[src/design/ecb_pkg.sv]
// Shared constants, tables and beat types for the camera basis pipeline.
// No dependencies; every other design file refers to it by scoped name.

package ecb_pkg;

    localparam int OUT_FRAC_BITS_DEF = 14;
    localparam int CORDIC_STAGES_DEF = 16;

    localparam int FIELD_W     = 16;
    localparam int TURN_UNITS  = 23040;   // 360 degrees in 1/64 degree units
    localparam int PITCH_LIMIT = 5696;    // 89 degrees
    localparam int RED_W       = 15;      // reduced angle, 0 .. TURN_UNITS-1

    // binary angle = m * 2^32 / TURN_UNITS, with TURN_UNITS = 2^DIV_SHIFT * DIV_ODD
    localparam int DIV_SHIFT   = 9;
    localparam int DIV_ODD     = TURN_UNITS >> DIV_SHIFT;
    localparam int FRAC_W      = 32 - DIV_SHIFT;
    localparam int Q_W         = DIV_SHIFT;
    localparam int REM_W       = 6;
    localparam int HALF_BIAS   = (TURN_UNITS / 2) >> DIV_SHIFT;
    localparam int RECIP_SHIFT = 20;
    localparam int RECIP_W     = 15;
    localparam int RECIP_ODD   = (1 << RECIP_SHIFT) / DIV_ODD + 1;

    localparam int CW          = 32;
    localparam logic signed [CW-1:0] GAIN_Q30 = 32'sd652032874;

    localparam int ATAN_COUNT = 32;
    localparam logic [31:0] ATAN_TURNS [ATAN_COUNT] = '{
        32'd536870912, 32'd316933406, 32'd167458907, 32'd85004756,
        32'd42667331,  32'd21354465,  32'd10679838,  32'd5340245,
        32'd2670163,   32'd1335087,   32'd667544,    32'd333772,
        32'd166886,    32'd83443,     32'd41722,     32'd20861,
        32'd10430,     32'd5215,      32'd2608,      32'd1304,
        32'd652,       32'd326,       32'd163,       32'd81,
        32'd41,        32'd20,        32'd10,        32'd5,
        32'd3,         32'd1,         32'd1,         32'd0
    };

    typedef struct packed {
        logic signed [CW-1:0] x;
        logic signed [CW-1:0] y;
        logic signed [CW-1:0] z;
    } rot_t;

    typedef struct packed {
        rot_t       yaw;
        rot_t       pitch;
        logic [1:0] yaw_quad;
        logic [1:0] pitch_quad;
        logic       clamped;
    } cordic_beat_t;

endpackage

[src/design/ecb_cordic_cell.sv]
// One CORDIC rotation step for the yaw and pitch angles side by side.
// Depends on ecb_pkg; chained by the top level, one cell per stage.

module ecb_cordic_cell
#(
    parameter int STAGE = 0
)
(
    input  logic                  clk,
    input  logic                  rst_n,
    input  logic                  valid_up,
    output logic                  ready_up,
    input  ecb_pkg::cordic_beat_t beat_up,
    output logic                  valid_dn,
    input  logic                  ready_dn,
    output ecb_pkg::cordic_beat_t beat_dn
);

    localparam logic signed [ecb_pkg::CW-1:0] ATAN =
        ecb_pkg::CW'(ecb_pkg::ATAN_TURNS[STAGE]);

    logic                  valid_reg;
    ecb_pkg::cordic_beat_t beat_reg, beat_next;

    function automatic ecb_pkg::rot_t rotate(input ecb_pkg::rot_t r);
        ecb_pkg::rot_t n;
        logic signed [ecb_pkg::CW-1:0] xs;
        logic signed [ecb_pkg::CW-1:0] ys;
        xs = r.x >>> STAGE;
        ys = r.y >>> STAGE;
        if (r.z >= 0)
        begin
            n.x = r.x - ys;
            n.y = r.y + xs;
            n.z = r.z - ATAN;
        end
        else
        begin
            n.x = r.x + ys;
            n.y = r.y - xs;
            n.z = r.z + ATAN;
        end
        return n;
    endfunction

    always_comb
    begin
        beat_next       = beat_up;
        beat_next.yaw   = rotate(beat_up.yaw);
        beat_next.pitch = rotate(beat_up.pitch);
    end

    assign ready_up = !valid_reg || ready_dn;
    assign valid_dn = valid_reg;
    assign beat_dn  = beat_reg;

    always_ff @(posedge clk or negedge rst_n)
    begin
        if (!rst_n)
        begin
            valid_reg <= 1'b0;
        end
        else if (ready_up)
        begin
            valid_reg <= valid_up;
        end
    end

    always_ff @(posedge clk)
    begin
        if (ready_up && valid_up)
        begin
            beat_reg <= beat_next;
        end
    end

endmodule

[config.mk]
export PLATFORM = sky130hd
export DESIGN_NAME = ecb_cordic_cell
export DESIGN_NICKNAME = d
export VERILOG_FILES = /design/src/design/ecb_pkg.sv /design/src/design/ecb_cordic_cell.sv
export SDC_FILE = /design/constraint.sdc
export NUM_CORES = 1
export LEC_CHECK = 0
export BUFFER_PORTS_ARGS = -buffer_cell sky130_fd_sc_hd__buf_2
export CELL_PAD_IN_SITES_DETAIL_PLACEMENT = 1
export CELL_PAD_IN_SITES_GLOBAL_PLACEMENT = 1
export CORE_ASPECT_RATIO = 1.2
export CORE_MARGIN = 3
export CORE_UTILIZATION = 37
export DETAILED_ROUTE_END_ITERATION = 12
export MAX_ROUTING_LAYER = met4
export PLACE_DENSITY = 0.77
export SYNTH_ARGS = -nofsm -noshare
export SYNTH_HDL_FRONTEND = slang
export SYNTH_SLANG_ARGS = --single-unit
export TNS_END_PERCENT = 50
[constraint.sdc]
create_clock -name clk -period 5 [get_ports clk]
set_clock_uncertainty 0.1 [all_clocks]
set_input_delay 0.5 -clock clk [delete_from_list [all_inputs] [get_ports clk]]
set_output_delay 0.5 -clock clk [all_outputs]
set_load 0.01 [all_outputs]
## After elaboration in Yosys (flattened, before gate mapping)

Index checks and enable logic that the tools add are counted.

- Word-level logic and storage cells: 27
- Input bits: 201
- Output and inout bits: 199
- Flip-flop bits (word level): 198

- Mux-type cells: 2
- Add/subtract/negate cells: 10
- Reduce and logical (&&, ||, !) cells: 3
- Order comparisons: 2

Operators with widths:

| operator | count |
|---|---|
| $mux 96 | 2 |
| $sub 32x32->32 | 4 |
| $add 32x31->32 const B | 2 |
| $add 32x32->32 | 2 |
| $ge 32x1->1 const B | 2 |
| $sub 32x31->32 const B | 2 |
| $logic_and 1x1->1 | 1 |
| $logic_not 1->1 | 1 |
| $logic_or 1x1->1 | 1 |

## Logic depth before layout (Yosys ltp)

Gate-level depths: netlist of run 1.

- Depth in word-level cells: 3
- Mapped depth: 13
- Gate-level depth less buffers: 13

## Least setup slack after synthesis of run 1

No wires, ideal clock.

- Path kind: input to register
- Start: input port ready_dn
- End: register beat_reg (netlist bit beat_dn[0]), enable pin
- Data required time: 4320 ps
- Library setup time: 580 ps
- Path buffers: 0
- Setup slack: -847 ps
- Stages: 2
- Arrival time: 5167 ps
- Cells stage by stage: nand2b_1 > and2_1

- Longest elaborated chain between the ends: 2

RTL lines:

| what | RTL line | text |
|---|---|---|
| start: declaration | ecb_cordic_cell.sv:15 | `input logic ready_dn,` |
| $logic_or 1x1->1 | ecb_cordic_cell.sv:53 | `assign ready_up = !valid_reg \|\| ready_dn;` |
| $logic_and 1x1->1 | ecb_cordic_cell.sv:71 | `if (ready_up && valid_up)` |
| end signal: assignment | ecb_cordic_cell.sv:73 | `beat_reg <= beat_next;` |
| end: declaration | ecb_cordic_cell.sv:23 | `ecb_pkg::cordic_beat_t beat_reg, beat_next;` |

No other way between the ends.
A chain may end at the register's enable or synchronous reset.

==> results.md, run 1 <==
| Quantity | This run | Unit |
| --- | --- | --- |
| Areal power density over the cells | 272.6 | nW/µm² |
| Total negative setup slack | 0 | ns |
| Most common flop cell mapped by yosys | edfxtp_1 | - |
| Data required, critical path | 5.12 | ns |
| Critical Path, Cell by Cell | buf_2 > inv_1 > ha_1 > clkinv_1 > a21oi_1 > o31ai_1 > or4_1 > a311o_1 > a2111oi_4 > nor3_1 > nor4_4 > a221oi_1 > xnor2_1 | - |
| Fin nets | 2648 | - |
| Portion of the clock cycle consumed by the worst path in the final layout | 0.8287 | - |
| Post-synthesis register bit count | 196 | - |
| Fmax | 241.4 | MHz |
| Number of violations reported at the end of detailed-routing iteration 0 | 1071 | - |
| Reg2Reg Launch Point | valid_dn | - |
| Wire length of the first global-routing pass | 96.07 | mm |
| Count of synthesis-stage warnings from yosys | 0 | - |
| Vias per inst | 5.506 | - |
| Root Buffer Master | clkbuf_16 | - |
| Die Span X | 200.6 | µm |
| Average wire length per cell after detail routing | 22.11 | µm |
| Clock insertion delay at the later pin of the skew report | 0.48 | ns |
| Start-to-end type of the worst setup path | in -> reg | - |
| Sequential area share after synthesis | 0.3497 | - |
| Fraction of final layout cells sized beyond drive strength 1 | 0.2164 | - |
| Post-synth EDFFs | 195 | - |
| Quantity of I/O buffers inserted on ports | 399 | - |
| Post-detailed-route DRC marker count | 0 | - |
| Type of origin of the critical path | primary input | - |
| Netlist cell types | 69 | - |
| Setup slack, reg-to-reg | 2.87 | ns |
| Maximum number of pins on one net before global-route repair | 109 | - |
| Die Ht | 239.6 | µm |
| Critical Path Sink | beat_dn[196] | - |
| Psw | 2.040 | mW |
| Cell area after technology mapping | 16820 | µm² |
| Final count of pins violating max slew | 0 | - |
| Worst slew margin relative to its limit | 0.3098 | - |
| Number of levels in the clock H-tree | 4 | - |
| Number of top-level pins | 400 | - |
| Internal cell power | 3.433 | mW |
| Fin. Hold Viols | 0 | - |
| Arr. time, crit path | 4.26 | ns |
| Maximum number of buffers from clock root to sink | 2 | - |
| Leak | 8.926 | nW |
| HPWL after DPL | 50.78 | mm |
| Num rows | 84 | - |
| Nets in the synthesized netlist | 2291 | - |
| Worst r2r dst | beat_dn[50] | - |
| Family of cells with the greatest summed delay on the critical path | compound AO/OA/AOI/OAI gates | - |
| Max-cap check violation count | 0 | - |
| Proportion of register bits with asynchronous set or reset after synthesis | 0.005102 | - |
| Number of cells traversed by the worst register-to-register path | 3 | - |
| Effective utilization at floorplan | 0.3792 | - |
| Core region area | 44350 | µm² |
| Placed cell areas | 19420 | µm² |
| Post-layout instance area | 20080 | µm² |
| Crit Path Max Fanout | 11 | - |
| Net Sw Frac | 0.3727 | - |
| Number of global-route vias before repair | 16697 | - |
| Finish-stage setup viols | 0 | - |
| Depth of the critical timing path with buffers and inverters included | 13 | - |
| Setup crit start | beat_up[147] | - |
| Crit path max-delay cell type | or4_1 | - |
| Final Util | 0.4527 | - |
| DRT Pass-1 Iters | 5 | - |
| TritonCTS buffer count | 17 | - |
| Area growth from synthesis to layout | 19.39 | % |
| Overall die area | 48060 | µm² |
| Hold WC Path Type | in -> reg | - |
| Result of the run | complete, no violations | - |
| Maximum cell stage delay along the critical path | 0.64 | ns |
| Average cell area after synthesis | 8.965 | µm² |
| Vias after detailed routing | 15708 | - |
| Initial antenna violation count | 5 | - |
| CP Capture Type | flop | - |
| Comb power frac | 0.347 | - |
| Number of standard cells after synthesis | 1876 | - |
| Proportion of power drawn by the clock network | 0.269 | - |
| Placer congestion estimate | 0.9727 | - |
| VDD IR max | 265.3 | µV |
| Global routing usage summed across all routing layers | 0.2613 | - |
| CTS sink cnt | 196 | - |
| CTS tree | built | - |
| Unrepaired setup endpoints after global routing | false | - |
| Buffers plus inverters on the worst setup path | 3 | - |
| Global route total overflow | 0 | - |
| Wirelength, routed | 63.07 | mm |
| Count of nets left with antenna violations after detail routing | 0 | - |
| Final worst path period need | 4.143 | ns |
| Flop pwr share | 0.383 | - |
| Worst-margin pin slew | 1.029 | ns |
| Clock transition at the registers of the reported paths | 0.09 | ns |
## how the worst min path moves through the flow
stage            startpoint      endpoint  slack [ns]  cells past startpoint
2_1_floorplan         rst_n      valid_dn        0.10                      0
6_report       beat_up[112]  beat_dn[112]        0.09                      1
3_3_place_gp          rst_n      valid_dn        0.17                      1
4_1_cts          beat_up[3]    beat_dn[3]        0.05                      1
3_5_place_dp          rst_n      valid_dn        0.18                      1
5_1_grt        beat_up[118]  beat_dn[118]        0.07                      1
## flip-flops by register name, summed over array words and instances (netlist names)
register and flops:
valid_dn 1, beat_dn 195
## timing repair
action	CTS	global route
gates resized for setup	0	0
setup buffers	0	0
hold endpoints to repair	1	0
hold buffers	1	0
## per-stage QoR
| step | power, mW | instances | worst slack [ns] | hold slack [ns] |
|---|---|---|---|---|
| 2_1_floorplan | 3.285 | 1876 | 1.287 | 0.1044 |
| 3_3_place_gp | 3.969 | 2815 | 0.6232 | 0.1749 |
| 3_5_place_dp | 4.007 | 2815 | 0.4911 | 0.1788 |
| 4_1_cts | 5.518 | 2848 | 0.9920 | 0.05114 |
| 5_1_grt | 5.771 | 2853 | 0.7453 | 0.06627 |
| 6_report | 5.473 | 2853 | 0.8567 | 0.09120 |
## power groups by stage
stage	Combinational [mW]	Clock, mW	Sequential, mW
3_5_place_dp	1.87	0	2.13
6_report	1.90	1.47	2.10
4_1_cts	1.89	1.53	2.10
3_3_place_gp	1.84	0	2.13
2_1_floorplan	1.08	0	2.21
5_1_grt	2.07	1.59	2.11
## routing by layer
layer / up-vias / track usage / routed length, µm
met4: 0 / 0.09137 / 1885
met3: 114 / 0.03833 / 2970
li1: 7368 / - / -
met5: - / - / 0
met1: 7696 / 0.2895 / 24850
met2: 530 / 0.4804 / 33370
## cell usage in the layout (no fill, tap or decap), drive strengths merged, types with 8 or more instances in the layout
| cell type | Yosys | routed |
|---|---|---|
| clkbuf | 65 | 17 |
| nand2 | 84 | 84 |
| and2 | 11 | 11 |
| a21oi | 203 | 203 |
| buf | 20 | 422 |
| clkinv | 10 | 18 |
| o21ba | 8 | 8 |
| a211oi | 19 | 19 |
| nand3 | 18 | 18 |
| a21o | 46 | 46 |
| edfxtp | 195 | 195 |
| o21bai | 37 | 37 |
| xor2 | 14 | 14 |
| o21a | 9 | 9 |
| o21ai | 135 | 135 |
| inv | 194 | 201 |
| nand4 | 13 | 13 |
| ha | 206 | 206 |
| o31ai | 16 | 16 |
| nand2b | 15 | 15 |
| a2111oi | 13 | 13 |
| nor4 | 11 | 11 |
| mux2i | 14 | 14 |
| nor2 | 180 | 180 |
| a31oi | 17 | 17 |
| o211ai | 19 | 19 |
| nor2b | 24 | 24 |
| xnor2 | 104 | 104 |
| nor3 | 48 | 48 |
| fa | 8 | 8 |
| o41ai | 12 | 12 |
| a21boi | 8 | 8 |
## synthesized netlist by cell type, types with 6 or more instances
master,number,area share
ha_1,206,0.15
a21oi_1,202,0.060
edfxtp_1,195,0.35
inv_1,191,0.043
nor2_1,180,0.040
o21ai_0,135,0.040
xnor2_1,104,0.054
nand2_1,84,0.019
clkbuf_1,65,0.015
nor3_1,48,0.014
a21o_1,46,0.021
o21bai_1,37,0.017
nor2b_1,24,0.0089
a211oi_1,19,0.0085
o211ai_1,19,0.0085
nand3_1,18,0.0054
a31oi_1,17,0.0063
nand2b_1,15,0.0056
o31ai_1,15,0.0067
mux2i_1,14,0.0083
xor2_1,14,0.0073
buf_1,13,0.0029
nand4_1,13,0.0048
o41ai_1,12,0.0062
a2111oi_0,11,0.0057
and2_1,11,0.0041
clkinv_1,10,0.0022
nor4_1,10,0.0037
o21a_1,9,0.0040
fa_1,8,0.0095
o21ba_2,8,0.0048
a21boi_0,7,0.0031
a311oi_1,7,0.0036
nand3b_1,7,0.0031
or2_2,7,0.0026
a221oi_1,6,0.0031
o22ai_1,6,0.0022
o31a_1,6,0.0031
or3_1,6,0.0022
## cell families (layout without fill, tap and decap cells)
logic type	count (synthesis)	count (layout)	synth area share
fa+ha+maj	214	214	0.1628
xor+xnor	118	118	0.06145
mux	16	16	0.009671
buf+inv	289	659	0.06562
other cells	0	5	0
compound gates	607	607	0.2309
flops	196	196	0.3497
simple gates	436	436	0.1199
## layout make-up
type	instances	area (µm²)
multi-input cells	1391	9837
fillers	5337	24270
well taps	602	753.2
flip-flops and latches	196	5881
inverters	204	765.7
repair buffers	423	2192
diodes	5	12.51
clock inverters	15	212.7
clock buffers	17	425.4
(Power assumes the default switching activity.)
==> inputs of run 2 (changes only) <==
- ABC_AREA: not set -> 1
- CORE_UTILIZATION: 37 -> 40
- PLACE_DENSITY: 0.77 -> 0.81
- clock period: 5 -> 3.86 ns (I/O delays scaled with it)
==> run 2 against run 1 <==
Against the previous run:
- synthesized cell count rose by 75%
- sequential share of layout area fell by 5.6 points
- non-clock buffer count rose by 54
- combinational power rose by 59%
- critical path depth fell by 2
- die area rose by 15%
- hold slack got worse by 0.057 ns
- setup slack improved by 0.47 ns
==> results.md, run 2 <==
| Quantity | This run | Unit | vs previous |
| --- | --- | --- | --- |
| Result of the run | complete, no violations | - |  |
| Family of cells with the greatest summed delay on the critical path | compound AO/OA/AOI/OAI gates | - |  |
| Top cells by count, synth | nand2_1 (1214), inv_1 (652), nand3_1 (292), nor2_1 (211), ha_1 (206) | - |  |
| Placer congestion estimate | 0.9602 | - | -1.3% |
| Cell with the most instances after synthesis | nand2_1 | - |  |
| Post-cts gate resize count | 0 | - | unchanged |
| Top library cells by usage in the layout, fill and taps aside | nand2_1 (1214), inv_1 (649), buf_2 (399), nand3_1 (292), nor2_1 (211) | - |  |
| Global routing usage summed across all routing layers | 0.3193 | - | +0.05798 |
| Num rows | 91 | - | +8.3% |
| Core region area | 51690 | µm² | +17% |
| Average wire length per cell after detail routing | 19.71 | µm | -11% |
| Top-area cell type share of the netlist area | 0.2785 | - | -0.06964 |
| Number of global-route vias before repair | 24025 | - | +44% |
| Initial antenna violation count | 2 | - | -3 |
| Cell repeated most along the worst path | nand2_1 | - |  |
| Maximum number of buffers from clock root to sink | 2 | - | unchanged |
| DRT Pass-1 Iters | 7 | - | +2 |
| Setup slack at placement | 0.8591 | ns | +0.3680 ns |
| Root Buffer Master | clkbuf_16 | - |  |
| Areal power density over the cells | 314.4 | nW/µm² | +15% |
| Number of violations reported at the end of detailed-routing iteration 0 | 1172 | - | +9.4% |
| Final count of pins violating max slew | 0 | - | unchanged |
| Count of synthesis-stage warnings from yosys | 0 | - | unchanged |
| Data required, critical path | 4.02 | ns | -1.10 ns |
| CTS sink cnt | 196 | - | unchanged |
| Portion of the clock cycle consumed by the worst path in the final layout | 0.6557 | - |  |
| Finish-stage setup viols | 0 | - | unchanged |
| Largest register FFs | 195 | - | unchanged |
| Leak | 13.91 | nW | +56% |
| Post-detailed-route DRC marker count | 0 | - | unchanged |
| CTS tree | built | - |  |
| Cell area after technology mapping | 21020 | µm² | +25% |
| Unrepaired setup endpoints after global routing | false | - |  |
| Post-synth EDFFs | 195 | - | unchanged |
| Number of standard cells after synthesis | 3292 | - | +75% |
| Die Ht | 257.1 | µm | +7.3% |
| Hold WC Path Type | in -> reg | - |  |
| Vias after detailed routing | 22658 | - | +44% |
| Number of levels in the clock H-tree | 4 | - | unchanged |
| Count of nets left with antenna violations after detail routing | 0 | - | unchanged |
| Type of origin of the critical path | primary input | - |  |
| Overall die area | 55360 | µm² | +15% |
| Library cell occupying the most area in the post-synthesis netlist | edfxtp_1 | - |  |
| Average cell area after synthesis | 6.386 | µm² | -29% |
| Most common flop cell mapped by yosys | edfxtp_1 | - |  |
| Arr. time, crit path | 2.69 | ns | -1.57 ns |
| Die Span X | 215.3 | µm | +7.3% |
| Clock insertion delay at the later pin of the skew report | 0.52 | ns | +0.04 ns |
| Maximum cell stage delay along the critical path | 0.59 | ns | -0.05 ns |
| HPWL after DPL | 71.06 | mm | +40% |
| Number of top-level pins | 400 | - | unchanged |
| Maximum number of pins on one net before global-route repair | 61 | - | -44% |
| Effective utilization at floorplan | 0.4067 | - | +0.02751 |
| Filler cells | 7202 | - | +35% |
| Post-synthesis register bit count | 196 | - | unchanged |
| Most area-consuming cells after synthesis | edfxtp_1 (28%), nand2_1 (22%), ha_1 (12%), inv_1 (12%), nand3_1 (7.0%) | - |  |
| Start-to-end type of the worst setup path | in -> reg | - |  |
| Final-layout worst hold slack | 0.03454 | ns | -0.05666 ns |
| Crit Path Max Fanout | 8 | - | -3 |
| Wirelength, routed | 87.06 | mm | +38% |
| Worst slew margin relative to its limit | 0.3570 | - | +0.04720 |
| Proportion of register bits with asynchronous set or reset after synthesis | 0.005102 | - | unchanged |
| Sequential area share after synthesis | 0.2797 | - | -0.06994 |
| Area growth from synthesis to layout | 18.26 | % |  |
| Worst-margin pin slew | 0.9631 | ns | -0.06585 ns |
| VDD IR max | 333.1 | µV | +26% |
| Final worst path period need | 2.531 | ns |  |
| Nets in the synthesized netlist | 3707 | - | +62% |
| Fin nets | 4119 | - | +56% |
| TritonCTS buffer count | 17 | - | unchanged |
| Fmax | 395.1 | MHz |  |
| Clock transition at the registers of the reported paths | 0.08 | ns | about the same |
| Buffers plus inverters on the worst setup path | 2 | - | -1 |
| Fin. Hold Viols | 0 | - | unchanged |
| Netlist cell types | 38 | - | -45% |
| Max-cap check violation count | 0 | - | unchanged |
| Minimum setup slack in the final design | 1.329 | ns | +0.4725 ns |
| Vias per inst | 5.130 | - | -6.8% |
| Global route total overflow | 0 | - | unchanged |
| Crit path max-delay cell type | a21boi_0 | - |  |
| Most frequent standard cell in the layout excluding fill and tap cells | nand2_1 | - |  |
| CP Capture Type | flop | - |  |
| Fraction of final layout cells sized beyond drive strength 1 | 0.1291 | - | -0.08725 |
| Wire length of the first global-routing pass | 132.9 | mm | +38% |
| Quantity of I/O buffers inserted on ports | 399 | - | unchanged |
| Critical Path, Cell by Cell | buf_2 > inv_1 > ha_1 > nand2_1 > nor2_1 > a21boi_0 > o21ai_0 > nand2_1 > nand2_1 > nand3_1 > nand2_1 | - |  |
==> run 2: cell count changes after synthesis, moves of 31 or more <==
cell	delta
nand2_1	+1130
o21ai_0	-64
xnor2_1	-104
nor2_1	+31
xor2_1	+42
a21o_1	-45
a21oi_1	-40
nand3_1	+274
inv_1	+461
nor3_1	-37
clkbuf_1	-47
==> run 2: layout make-up <==
type | instances | area, µm² | share of cell area
diodes | 3 | 7.507 | 0.0003019
clock buffers | 17 | 425.4 | 0.01711
clock inverters | 15 | 235.2 | 0.009461
inverters | 652 | 2460 | 0.09893
multi-input cells | 2360 | 12200 | 0.4907
flip-flops and latches | 196 | 5881 | 0.2365
well taps | 697 | 872.1 | 0.03507
repair buffers | 477 | 2783 | 0.1119
==> run 2: kinds of logic (layout without fill, tap and decap cells) <==
logic type | Yosys count | after routing | synth area share
buf+inv | 736 | 1161 | 0.1405
xor+xnor | 56 | 56 | 0.02333
other cells | 0 | 3 | 0
simple gates | 1814 | 1814 | 0.3559
flops | 196 | 196 | 0.2797
fa+ha+maj | 214 | 214 | 0.1302
compound gates | 276 | 276 | 0.07035
==> run 2: routing by layer <==
layer / wire [µm] / track usage
met4: 6123 / 0.2004
met5: 0 / -
met2: 45170 / 0.5815
met1: 32750 / 0.3276
met3: 3016 / 0.03508
==> run 2: final timing paths <==
check | from | endpoint | slack, ns | cells past startpoint
worst max-delay path | beat_up[141] | beat_dn[182] | 1.33 | 11
worst min-delay path | beat_up[130] | beat_dn[130] | 0.03 | 2
worst max register to register | valid_dn | beat_dn[1] | 1.89 | 2
worst min register to register | valid_dn | valid_dn | 0.49 | 2
max in group asynchronous | rst_n | valid_dn | 3.48 | 2
min in group asynchronous | rst_n | valid_dn | 0.10 | 2
==> run 2: timing repair <==
action,in CTS,in global routing
hold endpoints to repair,65,0
buffers inserted,0,0
hold buffers,65,0
==> run 2: metrics by stage <==
| step | utilization | cell area, µm² | setup TNS, ns | std cells | power, mW |
|---|---|---|---|---|---|
| finish | 0.4810 | 24860 | 0 | 4417 | 7.816 |
| global route | 0.4810 | 24860 | 0 | 4416 | 8.226 |
| CTS | 0.4809 | 24860 | 0 | 4414 | 7.801 |
| detailed placement | 0.4555 | 23550 | 0 | 4317 | 5.631 |
| global placement | 0.4555 | 23550 | 0 | 4317 | 5.548 |
| floorplan | - | 21050 | -74.60 | 3292 | 4.550 |
==> run 2: report_power, final <==
group | internal [mW] | switching, mW
clock | 0.939 | 1.18
combinational | 0.945 | 2.09
sequential | 2.60 | 0.0710
==> inputs of run 3 (changes only) <==
- CORE_UTILIZATION: 40 -> 36
- PLACE_DENSITY: 0.81 -> 0.77
- clock period: 3.86 -> 2.2 ns (I/O delays scaled with it)
==> run 3 against run 2 <==
Against the previous run:
- via count is 8.1% higher
- sequential cell count stayed put
- sequential power is 76% higher
- design area is 15% higher
- die area is 11% higher
- critical path depth is 5 higher
- final cell count is 12% higher
- hold slack better by 0.016 ns
- critical path type unchanged
- global-route usage is 1.1 points lower
- clock-buffer cell count stayed put
- combinational power is 110% higher
==> results.md, run 3 (synthesis results as in run 2) <==
| Quantity | This run | Unit | vs previous |
| --- | --- | --- | --- |
| Core region area | 57540 | µm² | +11% |
| Comb power frac | 0.436 | - | +0.048 |
| Effective utilization at floorplan | 0.3654 | - | -0.04130 |
| Clock insertion delay at the later pin of the skew report | 0.50 | ns | -0.02 ns |
| Area growth from synthesis to layout | 36.09 | % |  |
| Wire length on met2 | 49.00 | mm | +8.5% |
| DRT Pass-1 Iters | 6 | - | -1 |
| Portion of the clock cycle consumed by the worst path in the final layout | 0.9519 | - |  |
| Type of origin of the critical path | primary input | - |  |
| Root Buffer Master | clkbuf_16 | - |  |
| CTS tree | built | - |  |
| Fraction of final layout cells sized beyond drive strength 1 | 0.2288 | - | +0.09964 |
| Number of violations reported at the end of detailed-routing iteration 0 | 1071 | - | -8.6% |
| Vias after detailed routing | 24500 | - | +8.1% |
| Unrepaired setup endpoints after global routing | false | - |  |
| Top library cells by usage in the layout, fill and taps aside | nand2_1 (1214), inv_1 (650), buf_4 (487), buf_2 (399), nand3_1 (292) | - |  |
| Reg2Reg Launch Point | valid_dn | - |  |
| Finish-stage setup viols | 0 | - | unchanged |
| CTS sink cnt | 196 | - | unchanged |
| Largest register FFs | 195 | - | unchanged |
| Areal power density over the cells | 512.8 | nW/µm² | +63% |
| Min-delay src | beat_up[69] | - |  |
| Depth of the critical timing path with buffers and inverters included | 16 | - | +5 |
| Count of non-filler cells in the finished layout | 4944 | - | +12% |
| Fmax | 477.5 | MHz |  |
| Number of top-level pins | 400 | - | unchanged |
| Psw | 5.990 | mW | +80% |
| Number of levels in the clock H-tree | 4 | - | unchanged |
| Wirelength, routed | 92.87 | mm | +6.7% |
| Num rows | 96 | - | +5.5% |
| Cell repeated most along the worst path | nand2_1 | - |  |
| Most frequent standard cell in the layout excluding fill and tap cells | nand2_1 | - |  |
| Global route total overflow | 0 | - | unchanged |
| Post-CTS setup repair buffer count | 0 | - | unchanged |
| Proportion of power drawn by the clock network | 0.243 | - | -0.028 |
| Clock transition at the registers of the reported paths | 0.10 | ns | +0.02 ns |
| Setup slack, reg-to-reg | 0.53 | ns | -1.36 ns |
| Die Span X | 226.6 | µm | +5.3% |
| Met3 wire length | 2.992 | mm | -0.80% |
| Cell total after placement | 4836 | - | +12% |
| Family of cells with the greatest summed delay on the critical path | simple AND/OR/NAND/NOR gates | - |  |
| Global routing usage summed across all routing layers | 0.3082 | - | -0.01116 |
| Met1 Routed Length | 35.63 | mm | +8.8% |
| Post-detailed-route DRC marker count | 0 | - | unchanged |
| Count of nets left with antenna violations after detail routing | 0 | - | unchanged |
| Worst slew margin relative to its limit | 0.4750 | - | +0.1180 |
| Initial antenna violation count | 6 | - | +4 |
| Max-cap check violation count | 0 | - | unchanged |
| Number of global-route vias before repair | 26435 | - | +10% |
| Die Ht | 270.7 | µm | +5.3% |
| Buffers plus inverters on the worst setup path | 5 | - | +3 |
| Flop pwr share | 0.321 | - | -0.020 |
| Quantity of I/O buffers inserted on ports | 399 | - | unchanged |
| Hold WC Path Type | in -> reg | - |  |
| Internal cell power | 8.683 | mW | +94% |
| Arr. time, crit path | 2.26 | ns | -0.43 ns |
| Final count of pins violating max slew | 0 | - | unchanged |
| Crit Path Max Fanout | 7 | - | -1 |
| Placer congestion estimate | 0.9528 | - | -0.77% |
| HPWL after DPL | 75.84 | mm | +6.7% |
| Number of cells on the worst hold path | 3 | - | +1 |
| Top routing layer used | met4 | - |  |
| CP Capture Type | flop | - |  |
| Fin nets | 4607 | - | +12% |
| Leak | 16.27 | nW | +17% |
| Net Sw Frac | 0.4082 | - | -0.01854 |
| Maximum cell stage delay along the critical path | 0.40 | ns | -0.19 ns |
| End point of the worst hold path | beat_dn[37] | - |  |
| Post-layout instance area | 28610 | µm² | +15% |
| Data required, critical path | 2.37 | ns | -1.65 ns |
| Filler cells | 7880 | - | +9.4% |
| Result of the run | complete, no violations | - |  |
| Number of cells traversed by the worst register-to-register path | 2 | - | unchanged |
| Final Util | 0.4973 | - | +0.01628 |
| VDD IR max | 451.0 | µV | +35% |
| Overall die area | 61350 | µm² | +11% |
| Average wire length per cell after detail routing | 18.78 | µm | -4.7% |
| TritonCTS buffer count | 17 | - | unchanged |
| Fin. Hold Viols | 0 | - | unchanged |
| Maximum number of pins on one net before global-route repair | 80 | - | +31% |
| Maximum number of buffers from clock root to sink | 2 | - | unchanged |
| Critical Path, Cell by Cell | buf_2 > inv_1 > ha_1 > buf_4 > nand2_1 > nand2_1 > inv_1 > nand2_1 > nand2_1 > nand2_1 > nand2_1 > nand2_2 > xor2_1 > nand2_1 > o21ai_0 > buf_4 | - |  |
| Crit path max-delay cell type | ha_1 | - |  |
| Wire length of the first global-routing pass | 141.4 | mm | +6.4% |
| Vias per inst | 4.956 | - | -3.4% |
| Final worst path period need | 2.094 | ns |  |
| Worst r2r dst | beat_dn[182] | - |  |
| Start-to-end type of the worst setup path | in -> reg | - |  |
| Placed cell areas | 27240 | µm² | +16% |
| Worst-margin pin slew | 0.7875 | ns | -0.1756 ns |
-- run 3: changes by cell type in the layout (fill, tap and decap cells not counted), sizes merged --
cell | before | now
diode | 3 | 4
clkinv | 2 | 6
inv | 665 | 660
buf | 412 | 893
clkinvlp | 0 | 1
dlygate4sd3 | 65 | 72
-- run 3: metal layers --
metal  up-vias  global-route usage
met4         0              0.1613
met2       642              0.5681
li1      11974                   -
met5         -                   -
met3       243             0.03364
met1     11641              0.3194
-- run 3: per-stage QoR --
stage	setup slack [ns]	power [mW]	setup TNS [ns]	hold slack, ns
CTS	0.1924	14.63	0	0.01694
floorplan	-1.991	7.983	-388.26	-0.1756
finish	0.1059	14.67	0	0.05028
global route	0.02593	15.51	0	0.04921
detailed placement	-0.3508	10.95	-20.87	-0.09771
global placement	-0.2736	10.77	-14.61	-0.1040
-- run 3: final cells by class --
class	count	area (µm²)	share of cell area
Antenna cell	4	10.01	0.0003498
Clock buffer	17	425.4	0.01487
Clock inverter	15	210.2	0.007347
Inverter	652	2447	0.08554
Multi-Input combinational cell	2360	12200	0.4265
Sequential cell	196	5882	0.2056
Tap cell	735	919.6	0.03214
Timing Repair Buffer	965	6514	0.2277
-- run 3: timing repair --
item                                    CTS  global route
resized for setup                         0             1
endpoints found under the hold margin    70             0
hold buffers                             72             0
endpoints found under the setup margin    0             1
-- run 3: power by group through the flow --
stage | Combinational (mW) | Clock, mW | Sequential [mW]
after detailed placement | 6.19 | 0 | 4.77
after global routing | 7.03 | 3.75 | 4.73
after floorplan | 3.07 | 0 | 4.91
after CTS | 6.33 | 3.61 | 4.69
after global placement | 6.01 | 0 | 4.76
final | 6.40 | 3.57 | 4.70
-- run 3: worst max-delay path by stage --
stage	startpoint	end	slack (ns)
5_1_grt	beat_up[39]	beat_dn[52]	0.03
2_1_floorplan	valid_dn	beat_dn[0]	-1.99
4_1_cts	beat_up[58]	beat_dn[64]	0.19
3_5_place_dp	beat_up[37]	beat_dn[91]	-0.35
6_report	beat_up[39]	beat_dn[52]	0.11
3_3_place_gp	beat_up[37]	beat_dn[47]	-0.27
-- run 3: tightest hold or removal path, stage by stage --
cell	delay (ns)
buf_2	0.11
ha_1	0.13
inv_1	0.05
